<file path="config.mk">
export PLATFORM = sky130hd
export DESIGN_NAME = sha256_hash_engine_core
export DESIGN_NICKNAME = d
export VERILOG_FILES = /design/src/rtl/sha256_pkg.sv /design/src/rtl/sha256_compress.sv /design/src/rtl/sha256_hash_engine_core.sv
export SDC_FILE = /design/constraint.sdc
export NUM_CORES = 2
export LEC_CHECK = 0
export BUFFER_PORTS_ARGS = -buffer_cell sky130_fd_sc_hd__buf_2
export CELL_PAD_IN_SITES_DETAIL_PLACEMENT = 1
export CELL_PAD_IN_SITES_GLOBAL_PLACEMENT = 2
export CORE_MARGIN = 2
export CORE_UTILIZATION = 41
export DETAILED_ROUTE_END_ITERATION = 16
export PLACE_DENSITY_LB_ADDON = 0.1
export SLEW_MARGIN = 20
export SYNTH_ARGS = -nofsm -noshare
export SYNTH_HDL_FRONTEND = slang
export SYNTH_SLANG_ARGS = --single-unit
</file>
<file path="constraint.sdc">
create_clock -name i_clk -period 24.2 [get_ports i_clk]
set_input_delay 4.84 -clock i_clk [delete_from_list [all_inputs] [get_ports i_clk]]
set_output_delay 4.84 -clock i_clk [all_outputs]
set_load 0.03 [all_outputs]
</file>
<file path="src/rtl/sha256_pkg.sv">
package sha256_pkg;

    typedef logic [31:0] t_word;
    typedef t_word [0:15] t_block;
    typedef t_word [0:7]  t_hash;

    typedef struct packed {
        logic [7:0] data_byte;
        logic       last_byte;
        logic       empty_message;
    } t_in_item;

    typedef struct packed {
        logic [31:0] digest_word;
        logic [2:0]  word_index;
        logic        last_word;
    } t_out_item;

    // commands from the sequencer to the compression unit
    typedef struct packed {
        logic start;    // copy block and chaining value, begin 64 rounds
        logic iv_load;  // return chaining value to the initial hash
    } t_cmp_ctrl;

    typedef struct packed {
        logic busy;     // rounds in progress
        logic done;     // one-cycle pulse, chaining value updated at the edge that ends it
    } t_cmp_stat;

    localparam int ROUNDS     = 64;
    localparam int BLOCK_LAST = 63;
    localparam int LEN_START  = 56;
    localparam logic [7:0] PAD_BYTE = 8'h80;

    localparam t_hash HASH_IV = '{
        32'h6a09e667, 32'hbb67ae85, 32'h3c6ef372, 32'ha54ff53a,
        32'h510e527f, 32'h9b05688c, 32'h1f83d9ab, 32'h5be0cd19
    };

    function automatic t_word rotr(input t_word x, input int n);
        rotr = (x >> n) | (x << (32 - n));
    endfunction

    function automatic t_word big_s0(input t_word x);
        big_s0 = rotr(x, 2) ^ rotr(x, 13) ^ rotr(x, 22);
    endfunction

    function automatic t_word big_s1(input t_word x);
        big_s1 = rotr(x, 6) ^ rotr(x, 11) ^ rotr(x, 25);
    endfunction

    function automatic t_word small_s0(input t_word x);
        small_s0 = rotr(x, 7) ^ rotr(x, 18) ^ (x >> 3);
    endfunction

    function automatic t_word small_s1(input t_word x);
        small_s1 = rotr(x, 17) ^ rotr(x, 19) ^ (x >> 10);
    endfunction

    function automatic t_word round_k(input logic [5:0] idx);
        unique case (idx)
            6'd0:  round_k = 32'h428a2f98;  6'd1:  round_k = 32'h71374491;
            6'd2:  round_k = 32'hb5c0fbcf;  6'd3:  round_k = 32'he9b5dba5;
            6'd4:  round_k = 32'h3956c25b;  6'd5:  round_k = 32'h59f111f1;
            6'd6:  round_k = 32'h923f82a4;  6'd7:  round_k = 32'hab1c5ed5;
            6'd8:  round_k = 32'hd807aa98;  6'd9:  round_k = 32'h12835b01;
            6'd10: round_k = 32'h243185be;  6'd11: round_k = 32'h550c7dc3;
            6'd12: round_k = 32'h72be5d74;  6'd13: round_k = 32'h80deb1fe;
            6'd14: round_k = 32'h9bdc06a7;  6'd15: round_k = 32'hc19bf174;
            6'd16: round_k = 32'he49b69c1;  6'd17: round_k = 32'hefbe4786;
            6'd18: round_k = 32'h0fc19dc6;  6'd19: round_k = 32'h240ca1cc;
            6'd20: round_k = 32'h2de92c6f;  6'd21: round_k = 32'h4a7484aa;
            6'd22: round_k = 32'h5cb0a9dc;  6'd23: round_k = 32'h76f988da;
            6'd24: round_k = 32'h983e5152;  6'd25: round_k = 32'ha831c66d;
            6'd26: round_k = 32'hb00327c8;  6'd27: round_k = 32'hbf597fc7;
            6'd28: round_k = 32'hc6e00bf3;  6'd29: round_k = 32'hd5a79147;
            6'd30: round_k = 32'h06ca6351;  6'd31: round_k = 32'h14292967;
            6'd32: round_k = 32'h27b70a85;  6'd33: round_k = 32'h2e1b2138;
            6'd34: round_k = 32'h4d2c6dfc;  6'd35: round_k = 32'h53380d13;
            6'd36: round_k = 32'h650a7354;  6'd37: round_k = 32'h766a0abb;
            6'd38: round_k = 32'h81c2c92e;  6'd39: round_k = 32'h92722c85;
            6'd40: round_k = 32'ha2bfe8a1;  6'd41: round_k = 32'ha81a664b;
            6'd42: round_k = 32'hc24b8b70;  6'd43: round_k = 32'hc76c51a3;
            6'd44: round_k = 32'hd192e819;  6'd45: round_k = 32'hd6990624;
            6'd46: round_k = 32'hf40e3585;  6'd47: round_k = 32'h106aa070;
            6'd48: round_k = 32'h19a4c116;  6'd49: round_k = 32'h1e376c08;
            6'd50: round_k = 32'h2748774c;  6'd51: round_k = 32'h34b0bcb5;
            6'd52: round_k = 32'h391c0cb3;  6'd53: round_k = 32'h4ed8aa4a;
            6'd54: round_k = 32'h5b9cca4f;  6'd55: round_k = 32'h682e6ff3;
            6'd56: round_k = 32'h748f82ee;  6'd57: round_k = 32'h78a5636f;
            6'd58: round_k = 32'h84c87814;  6'd59: round_k = 32'h8cc70208;
            6'd60: round_k = 32'h90befffa;  6'd61: round_k = 32'ha4506ceb;
            6'd62: round_k = 32'hbef9a3f7;  6'd63: round_k = 32'hc67178f2;
            default: round_k = 32'h0;
        endcase
    endfunction

endpackage

</file>
<file path="src/rtl/sha256_compress.sv">
module sha256_compress (
    input  logic                  i_clk,
    input  logic                  i_rst_n,
    input  sha256_pkg::t_cmp_ctrl i_ctrl,
    input  sha256_pkg::t_block    i_block,
    output sha256_pkg::t_cmp_stat o_stat,
    output sha256_pkg::t_hash     o_hash
);
    import sha256_pkg::*;

    t_hash      r_hash, n_hash;
    t_hash      r_var, n_var;
    t_block     r_win, n_win;
    logic [5:0] r_rnd, n_rnd;
    logic       r_busy, n_busy;
    logic       r_fin, n_fin;

    t_word w_cur, w_next, t1, t2;

    // one round per cycle; window slot 0 is the word for the current round
    always_comb begin
        w_cur  = r_win[0];
        w_next = small_s1(r_win[14]) + r_win[9] + small_s0(r_win[1]) + r_win[0];
        t1 = r_var[7] + big_s1(r_var[4]) + ((r_var[4] & r_var[5]) ^ (~r_var[4] & r_var[6]))
           + round_k(r_rnd) + w_cur;
        t2 = big_s0(r_var[0])
           + ((r_var[0] & r_var[1]) ^ (r_var[0] & r_var[2]) ^ (r_var[1] & r_var[2]));
    end

    always_comb begin
        n_hash = r_hash;
        n_var  = r_var;
        n_win  = r_win;
        n_rnd  = r_rnd;
        n_busy = r_busy;
        n_fin  = 1'b0;
        if (i_ctrl.iv_load) begin
            n_hash = HASH_IV;
        end
        if (i_ctrl.start) begin
            n_var  = r_hash;
            n_win  = i_block;
            n_rnd  = '0;
            n_busy = 1'b1;
        end else if (r_busy) begin
            n_var = '{t1 + t2, r_var[0], r_var[1], r_var[2],
                      r_var[3] + t1, r_var[4], r_var[5], r_var[6]};
            for (int i = 0; i < 15; i++) begin
                n_win[i] = r_win[i + 1];
            end
            n_win[15] = w_next;
            n_rnd = r_rnd + 6'd1;
            if (r_rnd == 6'(BLOCK_LAST)) begin
                n_busy = 1'b0;
                n_fin  = 1'b1;
            end
        end
        if (r_fin) begin
            for (int i = 0; i < 8; i++) begin
                n_hash[i] = r_hash[i] + r_var[i];
            end
        end
    end

    always_ff @(posedge i_clk) begin
        if (!i_rst_n) begin
            r_hash <= HASH_IV;
            r_busy <= 1'b0;
            r_fin  <= 1'b0;
            r_rnd  <= '0;
        end else begin
            r_hash <= n_hash;
            r_busy <= n_busy;
            r_fin  <= n_fin;
            r_rnd  <= n_rnd;
        end
        r_var <= n_var;
        r_win <= n_win;
    end

    assign o_stat = '{busy: r_busy, done: r_fin};
    assign o_hash = r_hash;

endmodule

</file>
<file path="src/rtl/sha256_hash_engine_core.sv">
// SHA-256 engine, one message byte per input transaction.
// Input channel: i_in_valid / o_in_ready carry i_in_data (data byte, last
// flag, empty-message flag). Output channel: o_out_valid / i_out_ready carry
// o_out_data, the eight digest words, word 0 first, last_word on word 7.
// After a byte that does not complete a 64-byte block, ready stays high for
// the next byte. A byte that completes a block adds a block copy, 64 rounds
// of the shared round unit and a chaining add. Ending a message adds a
// padding state, a length state and one or two more compressions, then the
// eight output transactions, at best one per cycle. The round unit sets the rate.
// Input is ready only while idle: not while padding, writing the length,
// compressing a block or sending the digest; under a stalled receiver the
// output holds word and index until taken.
// After word 7 the engine is back in its reset state: initial hash values,
// empty block, zero length. Reset (i_rst_n low, synchronous) does the same.
module sha256_hash_engine_core (
    input  logic                  i_clk,
    input  logic                  i_rst_n,
    input  logic                  i_in_valid,
    output logic                  o_in_ready,
    input  sha256_pkg::t_in_item  i_in_data,
    output logic                  o_out_valid,
    input  logic                  i_out_ready,
    output sha256_pkg::t_out_item o_out_data
);
    import sha256_pkg::*;

    // sequencer states
    localparam logic [2:0] S_IDLE = 3'd0;  // taking bytes
    localparam logic [2:0] S_GO   = 3'd1;  // hand block to round unit, clear it
    localparam logic [2:0] S_COMP = 3'd2;  // rounds running
    localparam logic [2:0] S_PAD  = 3'd3;  // write 0x80 marker
    localparam logic [2:0] S_LEN  = 3'd4;  // write 64-bit bit length
    localparam logic [2:0] S_OUT  = 3'd5;  // stream digest words

    logic [2:0]  r_state, n_state;
    logic [2:0]  r_ret, n_ret;     // where to go once the compression is done
    t_block      r_blk, n_blk;
    logic [5:0]  r_pos, n_pos;
    logic [63:0] r_bitlen, n_bitlen;
    logic [2:0]  r_idx, n_idx;

    t_cmp_ctrl   cmp_ctrl;
    t_cmp_stat   cmp_stat;
    t_hash       hash;
    logic        in_acc;
    logic        out_acc;

    assign o_in_ready  = (r_state == S_IDLE);
    assign o_out_valid = (r_state == S_OUT);
    assign in_acc      = i_in_valid && o_in_ready;
    assign out_acc     = o_out_valid && i_out_ready;

    always_comb begin
        n_state  = r_state;
        n_ret    = r_ret;
        n_blk    = r_blk;
        n_pos    = r_pos;
        n_bitlen = r_bitlen;
        n_idx    = r_idx;
        cmp_ctrl = '{start: 1'b0, iv_load: 1'b0};
        unique case (r_state)
            S_IDLE: begin
                if (in_acc) begin
                    if (i_in_data.empty_message) begin
                        // empty marker ends the message, no byte added
                        n_state = S_PAD;
                    end else begin
                        n_blk[r_pos[5:2]][(3 - r_pos[1:0]) * 8 +: 8] = i_in_data.data_byte;
                        n_bitlen = r_bitlen + 64'd8;
                        n_pos    = r_pos + 6'd1;
                        if (r_pos == 6'(BLOCK_LAST)) begin
                            // block full: compress; on a last byte, pad afterwards in a fresh block
                            n_state = S_GO;
                            n_ret   = i_in_data.last_byte ? S_PAD : S_IDLE;
                        end else if (i_in_data.last_byte) begin
                            n_state = S_PAD;
                        end
                    end
                end
            end
            S_PAD: begin
                n_blk[r_pos[5:2]][(3 - r_pos[1:0]) * 8 +: 8] = PAD_BYTE;
                if (r_pos >= 6'(LEN_START)) begin
                    // no room for the length: extra block
                    n_state = S_GO;
                    n_ret   = S_LEN;
                end else begin
                    n_state = S_LEN;
                end
            end
            S_LEN: begin
                n_blk[14] = r_bitlen[63:32];
                n_blk[15] = r_bitlen[31:0];
                n_state   = S_GO;
                n_ret     = S_OUT;
            end
            S_GO: begin
                cmp_ctrl.start = 1'b1;
                n_blk   = '0;
                n_state = S_COMP;
            end
            S_COMP: begin
                if (cmp_stat.done) begin
                    n_state = r_ret;
                end
            end
            S_OUT: begin
                if (out_acc) begin
                    if (r_idx == 3'd7) begin
                        cmp_ctrl.iv_load = 1'b1;
                        n_pos    = '0;
                        n_bitlen = '0;
                        n_idx    = '0;
                        n_state  = S_IDLE;
                    end else begin
                        n_idx = r_idx + 3'd1;
                    end
                end
            end
            default: begin
                n_state = S_IDLE;
            end
        endcase
    end

    always_ff @(posedge i_clk) begin
        if (!i_rst_n) begin
            r_state  <= S_IDLE;
            r_ret    <= S_IDLE;
            r_blk    <= '0;
            r_pos    <= '0;
            r_bitlen <= '0;
            r_idx    <= '0;
        end else begin
            r_state  <= n_state;
            r_ret    <= n_ret;
            r_blk    <= n_blk;
            r_pos    <= n_pos;
            r_bitlen <= n_bitlen;
            r_idx    <= n_idx;
        end
    end

    sha256_compress u_compress (
        .i_clk   (i_clk),
        .i_rst_n (i_rst_n),
        .i_ctrl  (cmp_ctrl),
        .i_block (r_blk),
        .o_stat  (cmp_stat),
        .o_hash  (hash)
    );

    // chaining value is static while in S_OUT, so the word holds under stall
    assign o_out_data = '{digest_word: hash[r_idx],
                          word_index:  r_idx,
                          last_word:   (r_idx == 3'd7)};

    a_no_start_busy: assert property (@(posedge i_clk) disable iff (!i_rst_n)
        cmp_ctrl.start |-> !cmp_stat.busy)
        else $error("compression started while rounds in progress");

    a_done_pulse: assert property (@(posedge i_clk) disable iff (!i_rst_n)
        cmp_stat.done |=> !cmp_stat.done)
        else $error("done held longer than one cycle");

    a_sides_apart: assert property (@(posedge i_clk) disable iff (!i_rst_n)
        !(o_in_ready && o_out_valid))
        else $error("input ready while digest pending");

    a_restart: assert property (@(posedge i_clk) disable iff (!i_rst_n)
        (out_acc && o_out_data.last_word) |=>
            (r_pos == 6'd0 && r_bitlen == 64'd0 && o_in_ready && hash == HASH_IV))
        else $error("engine not back in reset state after digest");

endmodule

</file>
==> impl_summary.md <==
Synthesis
The combined area of all synthesized cells is 95000 um^2. The post-synthesis async set-or-reset flop share is 0. The number of register bits inferred by synthesis is 1652. When the netlist entered floorplanning its net count stood at 11569.

The number of warning messages in the yosys log is 0. Counting flops with a built-in enable in the synthesized netlist gives 768. A synthesized cell averages ~8.7 um^2. For this run, the register share of the synthesized area comes to 0.429.

The gate count of the mapped netlist is 10963. For this run, the leading register cell type out of synthesis is sky130_fd_sc_hd__dfxtp_1. The synthesized netlist contains 93 unique library cells.

CTS
The latest clock arrival within the worst-skew pair is between 800 and 900 ps. The tree built by TritonCTS fans out to between 1500 and 2000 sinks. The number of gates resized after CTS is 0. The buffer type at the clock tree root is sky130_fd_sc_hd__clkbuf_16. Once the clock tree was built, the setup fixing pass inserted 0 buffers. The H-tree was split into 4 levels. The maximum root-to-sink buffer count is 3.

Clock-pin slew was measured on the worst setup and hold paths at 60 ps. TritonCTS created around 200 clock buffers. TritonCTS built the clock tree. The post-cts hold buffer count is 0.

Min path
The path class of the tightest hold or removal check is reg -> reg.

STA
The clock period minus worst slack is 8930 ps. In the finished design, the share of the clock period the worst path needs comes to 0.369. The final clock skew is 77.4 ps. The total of endpoints with negative setup slack in the final report is 0. Measured against its own limit, the worst slew margin works out to 0.195. The number of failing hold endpoints at the final stage is 0. The accumulated negative setup slack is 0 ps. The achievable frequency is 112 MHz.

The setup slack after layout is 15270 ps. The transition time of the tightest slew-check pin is 1210 ps. The number of max-slew violations in the final report is 0. Setup repair after global routing left no endpoint under its margin.

Routing
The routed via count is 80821. Wires add up to 375000 um. The detailed router's first-iteration violation count is 5885. In the routed design, unresolved DRC markers number 0. The post-detailed-route count of antenna-violating nets is 0. The post-detailed-route wirelength per cell is 27.0 um. Using the TritonRoute via totals, the vias-per-cell ratio works out to 5.81. The first-pass iteration count of the detailed router is 6.

Die
Pin placement for this block handled 52 I/O pins. The placeable core region is 230000 um^2. The floorplan step defined a die boundary enclosing 236000 um^2. In this run the core area contains 176 standard-cell rows. The chip width is 485 um. The vertical die dimension is 485 um. For this configuration, the core starts out at a cell density of 0.413.

Setup path
The largest individual stage delay along the critical path comes from the cell sky130_fd_sc_hd__buf_4. The cell class contributing the biggest share of worst-path delay is buffers and inverters. Walking the worst path, the cells encountered are buf_4 > buf_4 > mux4_2 > mux2_2 > buf_2. The worst setup path is launched from a flip-flop. The data arrival time of the critical path is 4090 ps. The maximum cell stage delay along the critical path is 730 ps.

The number of buffers and inverters on the critical path is 3. The critical path is of the reg -> out type. The required time at the worst-slack endpoint is 19360 ps. The capturing element type of the critical path is an output port. The cell that appears most often on the critical path is sky130_fd_sc_hd__buf_4. Of all nets on the critical path, the largest fanout is 34.

Final layout
For this run, the post-layout net count is 11302. In the final layout, the share of cells above drive strength 1 is 0.0596. Relative to the synthesized area, the layout overhead comes to 9.95%. After routing the design area is 104000 um^2.

Place
The wire-length estimate of the detail-placed layout is between 200000 and 300000 um. Routability-driven placement finished with a final weighted congestion of 0.941. During placement, the flow inserted port buffers numbering between 50 and 60. The instance area after placement is 97900 um^2. Prior to clock tree synthesis, the placed netlist has a worst setup slack of 15310 ps.

Global routing
In the global route stage, overall resource usage came out at 0.312. The first global-routing pass estimated 557000 um of wire. The largest net degree at the start of global routing is 184. The total global routing overflow is 0.

The number of global-route vias before repair is between 80000 and 90000. The initial antenna violation count was 21.

Status
The run finished with clean final reports.

Run
Across the run, the number of max-cap violations was 0.
-- Yosys cell counts, types with 93 or more instances --
| cell type | number | share of area |
|---|---|---|
| sky130_fd_sc_hd__nand2_1 | 2879 | 0.11 |
| sky130_fd_sc_hd__dfxtp_1 | 884 | 0.19 |
| sky130_fd_sc_hd__o21ai_0 | 820 | 0.043 |
| sky130_fd_sc_hd__a21oi_1 | 809 | 0.043 |
| sky130_fd_sc_hd__edfxtp_1 | 768 | 0.24 |
| sky130_fd_sc_hd__clkbuf_1 | 591 | 0.023 |
| sky130_fd_sc_hd__nor2_1 | 560 | 0.022 |
| sky130_fd_sc_hd__ha_1 | 397 | 0.052 |
| sky130_fd_sc_hd__xnor2_1 | 389 | 0.036 |
| sky130_fd_sc_hd__inv_1 | 348 | 0.014 |
| sky130_fd_sc_hd__nand3_1 | 259 | 0.014 |
| sky130_fd_sc_hd__xor2_1 | 251 | 0.023 |
| sky130_fd_sc_hd__fa_1 | 195 | 0.041 |
| sky130_fd_sc_hd__and2_1 | 190 | 0.013 |
| sky130_fd_sc_hd__a21o_1 | 182 | 0.014 |
| sky130_fd_sc_hd__nor2b_1 | 162 | 0.011 |
| sky130_fd_sc_hd__a22oi_1 | 121 | 0.0096 |
| sky130_fd_sc_hd__o22ai_1 | 93 | 0.0061 |
-- area by class of cell --
| type | count | area [um^2] |
|---|---|---|
| Antenna cell | 12 | 30.0 |
| Clock buffer | 297 | 5690 |
| Clock inverter | 76 | 885 |
| Fill cell | 26479 | 126000 |
| Inverter | 351 | 1320 |
| Multi-Input combinational cell | 8321 | 50800 |
| Sequential cell | 1652 | 40800 |
| Tap cell | 3026 | 3790 |
| Timing Repair Buffer | 174 | 1230 |
-- sequential cells by signal (all words and copies together) (netlist names), named ones only --
name               count
r_blk                512
u_compress.r_win     480
u_compress.o_hash    256
u_compress.r_var     256
r_bitlen              61
u_compress.w_cur      32
r_pos                  6
u_compress.r_rnd       6
r_idx                  3
r_ret                  3
r_state                3
u_compress.r_busy      1
u_compress.r_fin       1
-- final timing paths --
check,start,endpoint,slack (ps),cells past startpoint
setup reg to reg,u_compress.r_var[122]$_DFFE_PP_,u_compress.r_var[254]$_DFFE_PP_,15540,29
setup / recovery,r_idx[0]$_SDFFE_PN0P_,o_out_data[35],15270,5
hold reg to reg,u_compress.r_win[113]$_DFFE_PP_,u_compress.r_win[145]$_DFFE_PP_,490,2
hold / removal,u_compress.r_win[113]$_DFFE_PP_,u_compress.r_win[145]$_DFFE_PP_,490,2
-- cells in the final DEF, fill, tap and decap left out, drive strengths merged, types with 28 or more instances in the layout --
master / count
dfxtp: 884
a21oi: 812
buf: 174
o21ai: 838
edfxtp: 768
nor2: 560
clkinv: 63
fa: 195
o31ai: 28
nand2: 2879
nand2b: 73
and2: 197
mux4: 64
a211oi: 88
or3: 32
xnor2: 389
xor2: 251
and3: 43
nand4: 45
o211ai: 41
a31oi: 73
o22ai: 93
inv: 354
mux2i: 34
nor3: 77
nor2b: 162
a22oi: 121
clkbuf: 297
nand3: 259
o21bai: 48
a21o: 182
ha: 397
o21a: 49
mux2: 35
-- layer usage --
metal / track usage / wire, um / vias to the layer above
li1: - / - / 37202
met1: 0.411 / 163000 / 41055
met2: 0.525 / 179000 / 1991
met3: 0.0393 / 17700 / 563
met4: 0.116 / 15200 / 10
met5: 0 / 80 / -
-- stage by stage --
| stage | utilization | cells | hold slack (ps) |
|---|---|---|---|
| global route | 0.454 | 13904 | 517 |
| detailed placement | 0.425 | 13523 | 478 |
| global placement | 0.425 | 13523 | 464 |
| CTS | 0.454 | 13896 | 481 |
| finish | 0.454 | 13909 | 493 |
| floorplan | - | 10963 | 454 |
-- logic make-up (layout without fill, tap and decap cells) --
| logic type | after synthesis | after routing | share of synthesized area |
|---|---|---|---|
| multiplexers | 133 | 133 | 0.0229 |
| adder cells (fa/ha/maj) | 613 | 613 | 0.0956 |
| AO/OA/AOI/OAI | 2549 | 2549 | 0.160 |
| buffers and inverters | 990 | 898 | 0.0392 |
| other | 0 | 12 | 0 |
| XOR/XNOR | 640 | 640 | 0.0590 |
| flip-flops | 1652 | 1652 | 0.429 |
| AND/OR/NAND/NOR | 4386 | 4386 | 0.195 |
-- worst register-to-register path, delay by kind of cell (launching register included) --
family,cells,cell delay [ps]
adders and majority gates,7,2930
AOI/OAI and AO/OA,13,2840
xor gates and xnor gates,4,1210
and+or+nand+nor,3,730
DFF,1,600
buffers and inverters,2,120
Power is left out: the tool's default activity adds up to more than one toggle a clock period on the data nets, which glitch-free logic cannot reach.
